File: src/hdl/pjtt_pkg.sv
//------------------------------------------------------------------------------
// pjtt_pkg: shared types and constants of the periodic job timer table
// Field widths, item kinds, result status codes and per-slot job phases.
//------------------------------------------------------------------------------
`default_nettype none

package pjtt_pkg;

	localparam int unsigned SLOTS_DEF = 16;   // default slot count
	localparam int unsigned MAX_SLOTS = 16;   // slots reachable by slot and mask fields
	localparam int unsigned KIND_W    = 2;
	localparam int unsigned TICK_W    = 32;
	localparam int unsigned SLOT_W    = 4;
	localparam int unsigned MASK_W    = 16;
	localparam int unsigned STATUS_W  = 2;
	localparam int unsigned S_DATA_W  = 72;   // 32 + 32 + 4, padded to bytes
	localparam int unsigned M_DATA_W  = 56;   // 2 + 4 + 16 + 32, padded to bytes

	typedef enum logic [KIND_W-1:0] {
		KIND_TICK = 2'd0,
		KIND_ADD  = 2'd1,
		KIND_KILL = 2'd2
	} kind_t;

	typedef enum logic [STATUS_W-1:0] {
		STAT_OK        = 2'd0,
		STAT_FULL      = 2'd1,
		STAT_ZERO_INTV = 2'd2,
		STAT_NOT_USED  = 2'd3
	} status_t;

	typedef enum logic [2:0] {
		PH_FREE         = 3'd0,
		PH_WAIT_DELAY   = 3'd1,
		PH_WAIT_NODELAY = 3'd2,
		PH_DELAYED      = 3'd3,
		PH_RUNNING      = 3'd4,
		PH_EXIT         = 3'd5
	} phase_t;

endpackage

`default_nettype wire

File: src/hdl/periodic_job_timer_table_top.sv
//------------------------------------------------------------------------------
// periodic_job_timer_table_top: table of periodic job timers
// Add and kill requests pass from accept through the result hand-off state to
// the output register. A tick request walks every usable slot in turn, running
// the shared remainder unit for each running job, then hands off its result.
// One request at a time; a new one is taken while the last result waits.
// Reset: all slots free, tick counter one, output empty.
//------------------------------------------------------------------------------
`default_nettype none

module periodic_job_timer_table_top #(
	parameter int unsigned SLOTS = pjtt_pkg::SLOTS_DEF
) (
	input  wire logic                          clk,
	input  wire logic                          arst_n,
	input  wire logic                          s_tvalid,
	output      logic                          s_tready,
	// [31:0] delay_ticks, [63:32] interval_ticks, [67:64] slot, [71:68] zero
	input  wire logic [pjtt_pkg::S_DATA_W-1:0] s_tdata,
	// [1:0] kind
	input  wire logic [pjtt_pkg::KIND_W-1:0]   s_tuser,
	output      logic                          m_tvalid,
	input  wire logic                          m_tready,
	// [1:0] status, [5:2] assigned_slot, [21:6] fire_mask, [53:22] tick_value,
	// [55:54] zero
	output      logic [pjtt_pkg::M_DATA_W-1:0] m_tdata
);

	import pjtt_pkg::*;

	// Only the first sixteen slots are reachable through the slot and mask fields.
	localparam int unsigned USABLE   = (SLOTS < MAX_SLOTS) ? SLOTS : MAX_SLOTS;
	localparam int unsigned IDX_W    = (USABLE > 1) ? $clog2(USABLE) : 1;
	localparam int unsigned CMP_W    = SLOT_W + 1;
	localparam int unsigned STEP_W   = $clog2(TICK_W);
	localparam logic [IDX_W-1:0]  LAST_IDX  = IDX_W'(USABLE - 1);
	localparam logic [STEP_W-1:0] LAST_STEP = STEP_W'(TICK_W - 1);
	localparam logic [MASK_W-1:0] USE_MASK  = MASK_W'((32'd1 << USABLE) - 32'd1);

	// Sequencer: idle, per-slot scan, remainder iterations, result hand-off.
	typedef enum logic [3:0] {
		ST_IDLE = 4'b0001,
		ST_SCAN = 4'b0010,
		ST_DIV  = 4'b0100,
		ST_FIN  = 4'b1000
	} seq_state_t;

	// Request fields
	logic [TICK_W-1:0] in_delay;
	logic [TICK_W-1:0] in_intv;
	logic [SLOT_W-1:0] in_slot;
	kind_t             in_kind;
	logic              s_hs;

	assign in_delay = s_tdata[TICK_W-1:0];
	assign in_intv  = s_tdata[2*TICK_W-1:TICK_W];
	assign in_slot  = s_tdata[2*TICK_W+SLOT_W-1:2*TICK_W];
	assign in_kind  = kind_t'(s_tuser);

	// Control state
	seq_state_t         state_q;
	logic [IDX_W-1:0]   idx_q;
	logic [STEP_W-1:0]  step_q;
	phase_t             phase_q [USABLE];
	logic [TICK_W-1:0]  tick_q;
	logic [MASK_W-1:0]  mask_q;

	// Job parameters and timing marks; written before they are ever read
	logic [TICK_W-1:0]  anchor_q [USABLE];
	logic [TICK_W-1:0]  dend_q   [USABLE];
	logic [TICK_W-1:0]  delay_q  [USABLE];
	logic [TICK_W-1:0]  intv_q   [USABLE];

	// Shared remainder unit: one restoring step per cycle
	logic [TICK_W-1:0]  rem_q;
	logic [TICK_W-1:0]  dvd_q;
	logic [TICK_W:0]    rem_trial;
	logic [TICK_W:0]    rem_diff;
	logic [TICK_W-1:0]  rem_nxt;

	// Pending result, then the output register
	status_t            p_status_q;
	logic [SLOT_W-1:0]  p_slot_q;
	logic [TICK_W-1:0]  p_tick_q;
	logic               o_valid_q;
	status_t            o_status_q;
	logic [SLOT_W-1:0]  o_slot_q;
	logic [MASK_W-1:0]  o_mask_q;
	logic [TICK_W-1:0]  o_tick_q;

	// Lowest free slot for an add
	logic               any_free;
	logic [IDX_W-1:0]   free_idx;
	logic               kill_ok;
	logic [IDX_W-1:0]   kill_idx;

	// Per-slot outcome of the walk
	phase_t             cur_ph;
	logic [TICK_W-1:0]  cur_intv;
	logic               slot_done;
	logic               slot_fire;
	logic               out_load;

	assign s_tready = (state_q == ST_IDLE);
	assign s_hs     = s_tvalid && s_tready;
	assign out_load = (state_q == ST_FIN) && (!o_valid_q || m_tready);

	always_comb begin
		any_free = 1'b0;
		free_idx = '0;
		for (int i = USABLE - 1; i >= 0; i--) begin
			if (phase_q[i] == PH_FREE) begin
				any_free = 1'b1;
				free_idx = IDX_W'(i);
			end
		end
	end

	assign kill_idx = in_slot[IDX_W-1:0];
	assign kill_ok  = ({1'b0, in_slot} < CMP_W'(USABLE)) && (phase_q[kill_idx] != PH_FREE);

	assign cur_ph   = phase_q[idx_q];
	assign cur_intv = intv_q[idx_q];

	// Shift in the next dividend bit, subtract the interval when it fits.
	assign rem_trial = {rem_q, dvd_q[TICK_W-1]};
	assign rem_diff  = rem_trial - {1'b0, cur_intv};
	assign rem_nxt   = rem_diff[TICK_W] ? rem_trial[TICK_W-1:0] : rem_diff[TICK_W-1:0];

	always_comb begin
		slot_done = 1'b0;
		slot_fire = 1'b0;
		case (state_q)
			ST_SCAN: begin
				slot_done = (cur_ph != PH_RUNNING);
				case (cur_ph)
					PH_WAIT_NODELAY: slot_fire = 1'b1;
					PH_DELAYED:      slot_fire = (tick_q == dend_q[idx_q]);
					default:         slot_fire = 1'b0;
				endcase
			end
			ST_DIV: begin
				slot_done = (step_q == LAST_STEP);
				slot_fire = (rem_nxt == '0) && (cur_intv != '0);
			end
			default: begin
				slot_done = 1'b0;
				slot_fire = 1'b0;
			end
		endcase
	end

	// Sequencer and control registers
	always_ff @(posedge clk or negedge arst_n) begin
		if (!arst_n) begin
			state_q   <= ST_IDLE;
			idx_q     <= '0;
			step_q    <= '0;
			tick_q    <= TICK_W'(1);
			mask_q    <= '0;
			o_valid_q <= 1'b0;
			for (int i = 0; i < USABLE; i++) begin
				phase_q[i] <= PH_FREE;
			end
		end else begin
			// Hold the output until taken; a new load replaces a taken one.
			if (out_load) begin
				o_valid_q <= 1'b1;
			end else if (m_tvalid && m_tready) begin
				o_valid_q <= 1'b0;
			end
			case (state_q)
				ST_IDLE: begin
					if (s_hs) begin
						mask_q <= '0;
						idx_q  <= '0;
						case (in_kind)
							KIND_TICK: begin
								state_q <= ST_SCAN;
							end
							KIND_ADD: begin
								if (in_intv != '0 && any_free) begin
									phase_q[free_idx] <= (in_delay != '0) ? PH_WAIT_DELAY
									                                      : PH_WAIT_NODELAY;
								end
								state_q <= ST_FIN;
							end
							KIND_KILL: begin
								if (kill_ok) begin
									phase_q[kill_idx] <= PH_EXIT;
								end
								state_q <= ST_FIN;
							end
							default: begin
								state_q <= ST_FIN;
							end
						endcase
					end
				end
				ST_SCAN: begin
					case (cur_ph)
						PH_EXIT:         phase_q[idx_q] <= PH_FREE;
						PH_WAIT_DELAY:   phase_q[idx_q] <= PH_DELAYED;
						PH_WAIT_NODELAY: phase_q[idx_q] <= PH_RUNNING;
						PH_DELAYED: begin
							if (slot_fire) begin
								phase_q[idx_q] <= PH_RUNNING;
							end
						end
						default: begin
						end
					endcase
					if (cur_ph == PH_RUNNING) begin
						step_q  <= '0;
						state_q <= ST_DIV;
					end
				end
				ST_DIV: begin
					step_q <= step_q + STEP_W'(1);
				end
				ST_FIN: begin
					if (out_load) begin
						state_q <= ST_IDLE;
					end
				end
				default: begin
					state_q <= ST_IDLE;
				end
			endcase

			// Leave the current slot: mark a firing, step to the next or finish.
			if (slot_done) begin
				if (slot_fire) begin
					mask_q <= mask_q | (MASK_W'(1) << idx_q);
				end
				if (idx_q == LAST_IDX) begin
					tick_q  <= tick_q + TICK_W'(1);
					state_q <= ST_FIN;
				end else begin
					idx_q   <= idx_q + IDX_W'(1);
					state_q <= ST_SCAN;
				end
			end
		end
	end

	// Job store, remainder unit and result payload
	always_ff @(posedge clk) begin
		if (s_hs) begin
			p_status_q <= STAT_OK;
			p_slot_q   <= '0;
			p_tick_q   <= '0;
			case (in_kind)
				KIND_TICK: begin
					p_tick_q <= tick_q;
				end
				KIND_ADD: begin
					if (in_intv == '0) begin
						p_status_q <= STAT_ZERO_INTV;
					end else if (!any_free) begin
						p_status_q <= STAT_FULL;
					end else begin
						delay_q[free_idx] <= in_delay;
						intv_q[free_idx]  <= in_intv;
						p_slot_q          <= SLOT_W'(free_idx);
					end
				end
				KIND_KILL: begin
					if (!kill_ok) begin
						p_status_q <= STAT_NOT_USED;
					end
				end
				default: begin
				end
			endcase
		end

		if (state_q == ST_SCAN) begin
			case (cur_ph)
				PH_WAIT_DELAY: begin
					anchor_q[idx_q] <= tick_q;
					dend_q[idx_q]   <= tick_q + delay_q[idx_q];
				end
				PH_WAIT_NODELAY: begin
					anchor_q[idx_q] <= tick_q;
				end
				PH_RUNNING: begin
					rem_q <= '0;
					dvd_q <= tick_q - anchor_q[idx_q];
				end
				default: begin
				end
			endcase
		end

		if (state_q == ST_DIV) begin
			rem_q <= rem_nxt;
			dvd_q <= {dvd_q[TICK_W-2:0], 1'b0};
		end

		if (out_load) begin
			o_status_q <= p_status_q;
			o_slot_q   <= p_slot_q;
			o_mask_q   <= mask_q;
			o_tick_q   <= p_tick_q;
		end
	end

	assign m_tvalid = o_valid_q;
	assign m_tdata  = {(M_DATA_W - STATUS_W - SLOT_W - MASK_W - TICK_W)'(0),
	                   o_tick_q, o_mask_q, o_slot_q, o_status_q};

	// A running job always holds a nonzero interval for the remainder unit.
	a_div_intv_nonzero: assert property (@(posedge clk) disable iff (!arst_n)
		(state_q == ST_DIV) |-> (cur_intv != '0))
		else $error("remainder unit started on a zero interval");

	// The tick counter only ever moves forward by one.
	a_tick_step: assert property (@(posedge clk) disable iff (!arst_n)
		!$stable(tick_q) |-> (tick_q == $past(tick_q) + TICK_W'(1)))
		else $error("tick counter moved by other than one");

	// Firings appear only on usable slots of a successful tick result.
	a_mask_clean: assert property (@(posedge clk) disable iff (!arst_n)
		(o_valid_q && (o_mask_q != '0)) |->
		(((o_mask_q & ~USE_MASK) == '0) && (o_status_q == STAT_OK) && (o_slot_q == '0)))
		else $error("fire mask on a non-tick result or an unusable slot");

endmodule

`default_nettype wire
File: config.mk
export PLATFORM = sky130hd
export DESIGN_NAME = periodic_job_timer_table_top
export DESIGN_NICKNAME = d
export VERILOG_FILES = /design/src/hdl/pjtt_pkg.sv /design/src/hdl/periodic_job_timer_table_top.sv
export SDC_FILE = /design/constraint.sdc
export NUM_CORES = 2
export LEC_CHECK = 0
export BUFFER_PORTS_ARGS = -buffer_cell sky130_fd_sc_hd__buf_2
export CORE_MARGIN = 2
export CORE_UTILIZATION = 45
export CTS_BUF_LIST = sky130_fd_sc_hd__clkbuf_8 sky130_fd_sc_hd__clkbuf_16
export CTS_CLUSTER_DIAMETER = 50
export DETAILED_ROUTE_END_ITERATION = 12
export PLACE_DENSITY_LB_ADDON = 0.1
export SLEW_MARGIN = 20
export SYNTH_ARGS = -nofsm -noshare
export SYNTH_HDL_FRONTEND = slang
export SYNTH_SLANG_ARGS = --single-unit
File: constraint.sdc
create_clock -name clk -period 6.33 [get_ports clk]
set_clock_uncertainty 0.05 [all_clocks]
set_input_delay 0.633 -clock clk [delete_from_list [all_inputs] [get_ports clk]]
set_output_delay 0.633 -clock clk [all_outputs]
set_load 0.02 [all_outputs]
==> impl_metrics.toml <==
[power_and_ir_drop]
p_switching_mw = 8.25
p_sw_share_pct = 23.1
pwr-share-seq_pct = 48.4
power.density_nw_per_um2 = 323
combPwrFrac_pct = 8.9
power_leakage_nw = 37.1
p_total_mw = 35.7
ir_drop_uv = 297
clkPwrFrac_pct = 42.7
p_int_mw = 27.5

[setup_path]
worst_setup_path_start_kind = "flip-flop"
crit_path_end_kind = "flip-flop"
required_ns = 6.89
crit_fanout = 26
arrival_ns = 6.48
path_class = "flip-flop to flip-flop"
reg2regPathDepth = 17

[floorplanning]
initial_core_util_pct = 45.2
dieArea_sq_um = 216000
pin_count = 136
fp.coreArea_sq_um = 212000
die_w_um = 465
die_h_um = 465
row_count = 169

[sta]
setup_tns_ns = 0
finalSetupViolations = 0
report.final.hold_viol_count = 0
finalMaxSlewViolations = 0
period_minus_slack_ns = 5.92
maxSlewHeadroom_pct = 28.7
tightest_slew_ns = 1.07
fmax_mhz = 169
min_period_over_period_pct = 93.5
rsz0062_at_grt = "no"
whs_ns = 0.0623

[placed_design]
dp_hpwl_um = 149000
numPortBuffers = 129
post-place-cells = 7900
gp_congestion = 0.898

[clock_network]
cts.sinks = 2314
htreeDepth = 5
cts_root_buf = "clkbuf_16"
cts_buffers = 284
cts_max_path_buffers = 4
path_clk_slew_ns = 0.06
clk_latency_ns = 0.94
cts_setup_buffers = 0
cts_tree = "done"

[global_route]
grt_usage_pct = 23.6
grt_max_degree = 96
grt_pass1_vias = 51100
grt_pass1_wl_um = 367000
antenna_found_initial = 25
grt-ovfl-total = 0

[synthesis]
yosysUniqueCellTypes = 85
async_reset_ff_share_pct = 4.75
avgSynthCellArea_sq_um = 19.2
synth_edf_count = 2203
synth_compound_area_share_pct = 3.93
synth-seq-area-share_pct = 72.1
netlist_area_sq_um = 95600
synth_top_family_by_area = "multiplexers"
ys_seq_elements = 2314
yosys_most_used_dff = "edfxtp_1"
synth_warnings = 0
synthSimpleGateAreaFrac_pct = 4.08
synthCells = 4969
synth_mux_area_share_pct = 15.7
synthAdderAreaFrac_pct = 1.45
synth-xor-area-share_pct = 1.26

[layout]
layoutNonFillerInstCount = 8418
nets = 5580
fin_util_pct = 52.3
fillers = 16700
area_delta_synth_final_pct = 15.7
post_route_cells_drive_above_1_share_pct = 26.5

[outcome]
status = "finished, final reports clean"

[route]
ant_nets = 0
drt-pass1-iter-count = 5
drc = 0
wl_per_cell_um = 30.1
drt-initial-drc-count = 4755
routed_wl_um = 253000
vias = 50000
avgViaCountPerCell = 5.94

[worst_hold_path]
hp-class = "primary input to flip-flop"
hold_depth = 1

[flow_run]
cap_violations = 0
-- timing repair --
action                                  in CTS  in global routing
endpoints found under the setup margin       0                 15
hold buffers                                28                  0
endpoints found under the hold margin      377                  0
resized for setup                            0                  4
-- area by class of cell --
type                    instances  area [sq um]  share of cell area (%)
flip-flops and latches       2314         68900                    62.3
multi-input cells            2309         25800                    23.3
clock buffers                 299          7380                    6.67
well taps                    2821          3530                    3.19
repair buffers                374          3240                    2.93
clock inverters               184          1370                    1.24
inverters                     110           420                   0.380
diodes                          7          17.5                  0.0158
-- cell families (layout without fill, tap and decap cells) --
family	after synthesis	count (layout)
adder cells (fa/ha/maj)	109	109
flip-flops	2314	2314
AND/OR/NAND/NOR	795	795
buffers and inverters	347	967
multiplexers	692	692
XOR/XNOR	138	138
other	1	9
AO/OA/AOI/OAI	573	573
-- flip-flops by register name, summed over array words and instances (netlist names), 16 cells and up --
signal and count:
o_mask_q 16, delay_q 512, p_tick_q 32, o_tick_q 32
mask_q 16, rem_q 32, dvd_q 32, tick_q 32
anchor_q 512, intv_q 512, phase_q 48, dend_q 512
-- metal layers --
metal  wire [um]  GRT usage (%)  vias up
met4        7070           6.81       18
li1            -              -    21400
met5         116              0        -
met1      109000           33.1    26700
met3       12900           3.41      452
met2      124000           38.6     1487
-- critical path, cell delays in order, from the launching register on --
cell and delay (ns):
dfrtp_4 0.69, buf_4 0.33, buf_4 0.43, buf_4 0.46, mux4_2 0.37, mux4_2 0.47, inv_1 0.09, ha_1 0.28
o21a_1 0.13, nor2_1 0.09, a21o_1 0.13, a21oi_1 0.15, a31oi_1 0.40, o21ai_0 0.28, a31oi_1 0.38, a21oi_1 0.13
or3_1 0.32, a32o_1 0.37
-- path summary, 6_finish.rpt --
kind,startpoint,to,slack [ns]
worst max-delay path,idx_q[1]$_DFF_PN0_,dvd_q[31]$_DFFE_PP_,0.41
worst min-delay path,s_tdata[10],delay_q[11][10]$_DFFE_PP_,0.06
worst max register to register,idx_q[1]$_DFF_PN0_,dvd_q[31]$_DFFE_PP_,0.41
worst min register to register,p_tick_q[27]$_SDFFCE_PP0P_,o_tick_q[27]$_DFFE_PP_,0.35
max in group asynchronous,arst_n,phase_q[35]$_DFFE_PN0P_,4.66
min in group asynchronous,arst_n,tick_q[27]$_DFFE_PN0P_,0.33
-- through the flow --
| stage | cell area (sq um) | setup WS, ns |
|---|---|---|
| 2_1_floorplan | 95700 | 0.00684 |
| 3_3_place_gp | 101000 | 0.305 |
| 3_5_place_dp | 102000 | 0.315 |
| 4_1_cts | 111000 | 0.291 |
| 5_1_grt | 111000 | 0.0868 |
| 6_report | 111000 | 0.415 |
-- power groups by stage --
stage                     Sequential, mW  Combinational (mW)  Clock [mW]
final                               17.3                3.19        15.3
after global routing                17.3                3.44        16.2
after CTS                           17.3                3.21        15.6
after detailed placement            17.6                3.19           0
after global placement              17.6                3.16           0
after floorplan                     17.5                2.07           0
-- synth_stat cells (16+ instances only) --
| master | n | area (sq um) |
|---|---|---|
| a22o_1 | 16 | 140 |
| nor4_1 | 35 | 219 |
| o211ai_1 | 20 | 150 |
| xor2_1 | 42 | 368 |
| nand2_1 | 218 | 818 |
| nand3_1 | 63 | 315 |
| mux4_2 | 644 | 14500 |
| o22ai_1 | 17 | 106 |
| nor3_1 | 72 | 360 |
| clkbuf_1 | 135 | 507 |
| dfrtp_1 | 108 | 2700 |
| and2_1 | 54 | 338 |
| buf_2 | 53 | 265 |
| inv_1 | 108 | 405 |
| xnor2_1 | 96 | 841 |
| nor2_1 | 174 | 653 |
| a32o_1 | 21 | 210 |
| a31oi_1 | 30 | 188 |
| and3_1 | 31 | 194 |
| buf_1 | 32 | 120 |
| or3_1 | 22 | 138 |
| o21ai_0 | 135 | 676 |
| nand4_1 | 28 | 175 |
| o21a_1 | 23 | 173 |
| mux2i_1 | 47 | 470 |
| a221oi_1 | 16 | 140 |
| nand2b_1 | 24 | 150 |
| ha_1 | 106 | 1330 |
| edfxtp_1 | 2203 | 66200 |
| nor2b_1 | 21 | 131 |
| a21o_1 | 36 | 270 |
| a21oi_1 | 147 | 736 |
-- cells in the final DEF, fill, tap and decap left out, types with 47 or more instances in the layout --
master and n:
ha_1 106, mux2i_1 47, buf_2 128, nand2_1 217, nor2_4 50, mux4_2 644
and2_1 54, buf_4 163, inv_1 160, clkbuf_16 290, edfxtp_1 2203, a21oi_1 146
nand3_1 63, buf_12 53, xnor2_1 89, nor2_1 125, o21ai_0 135, nor3_1 70
dfrtp_1 105
Note: power is estimated with default switching activity, not from simulation.
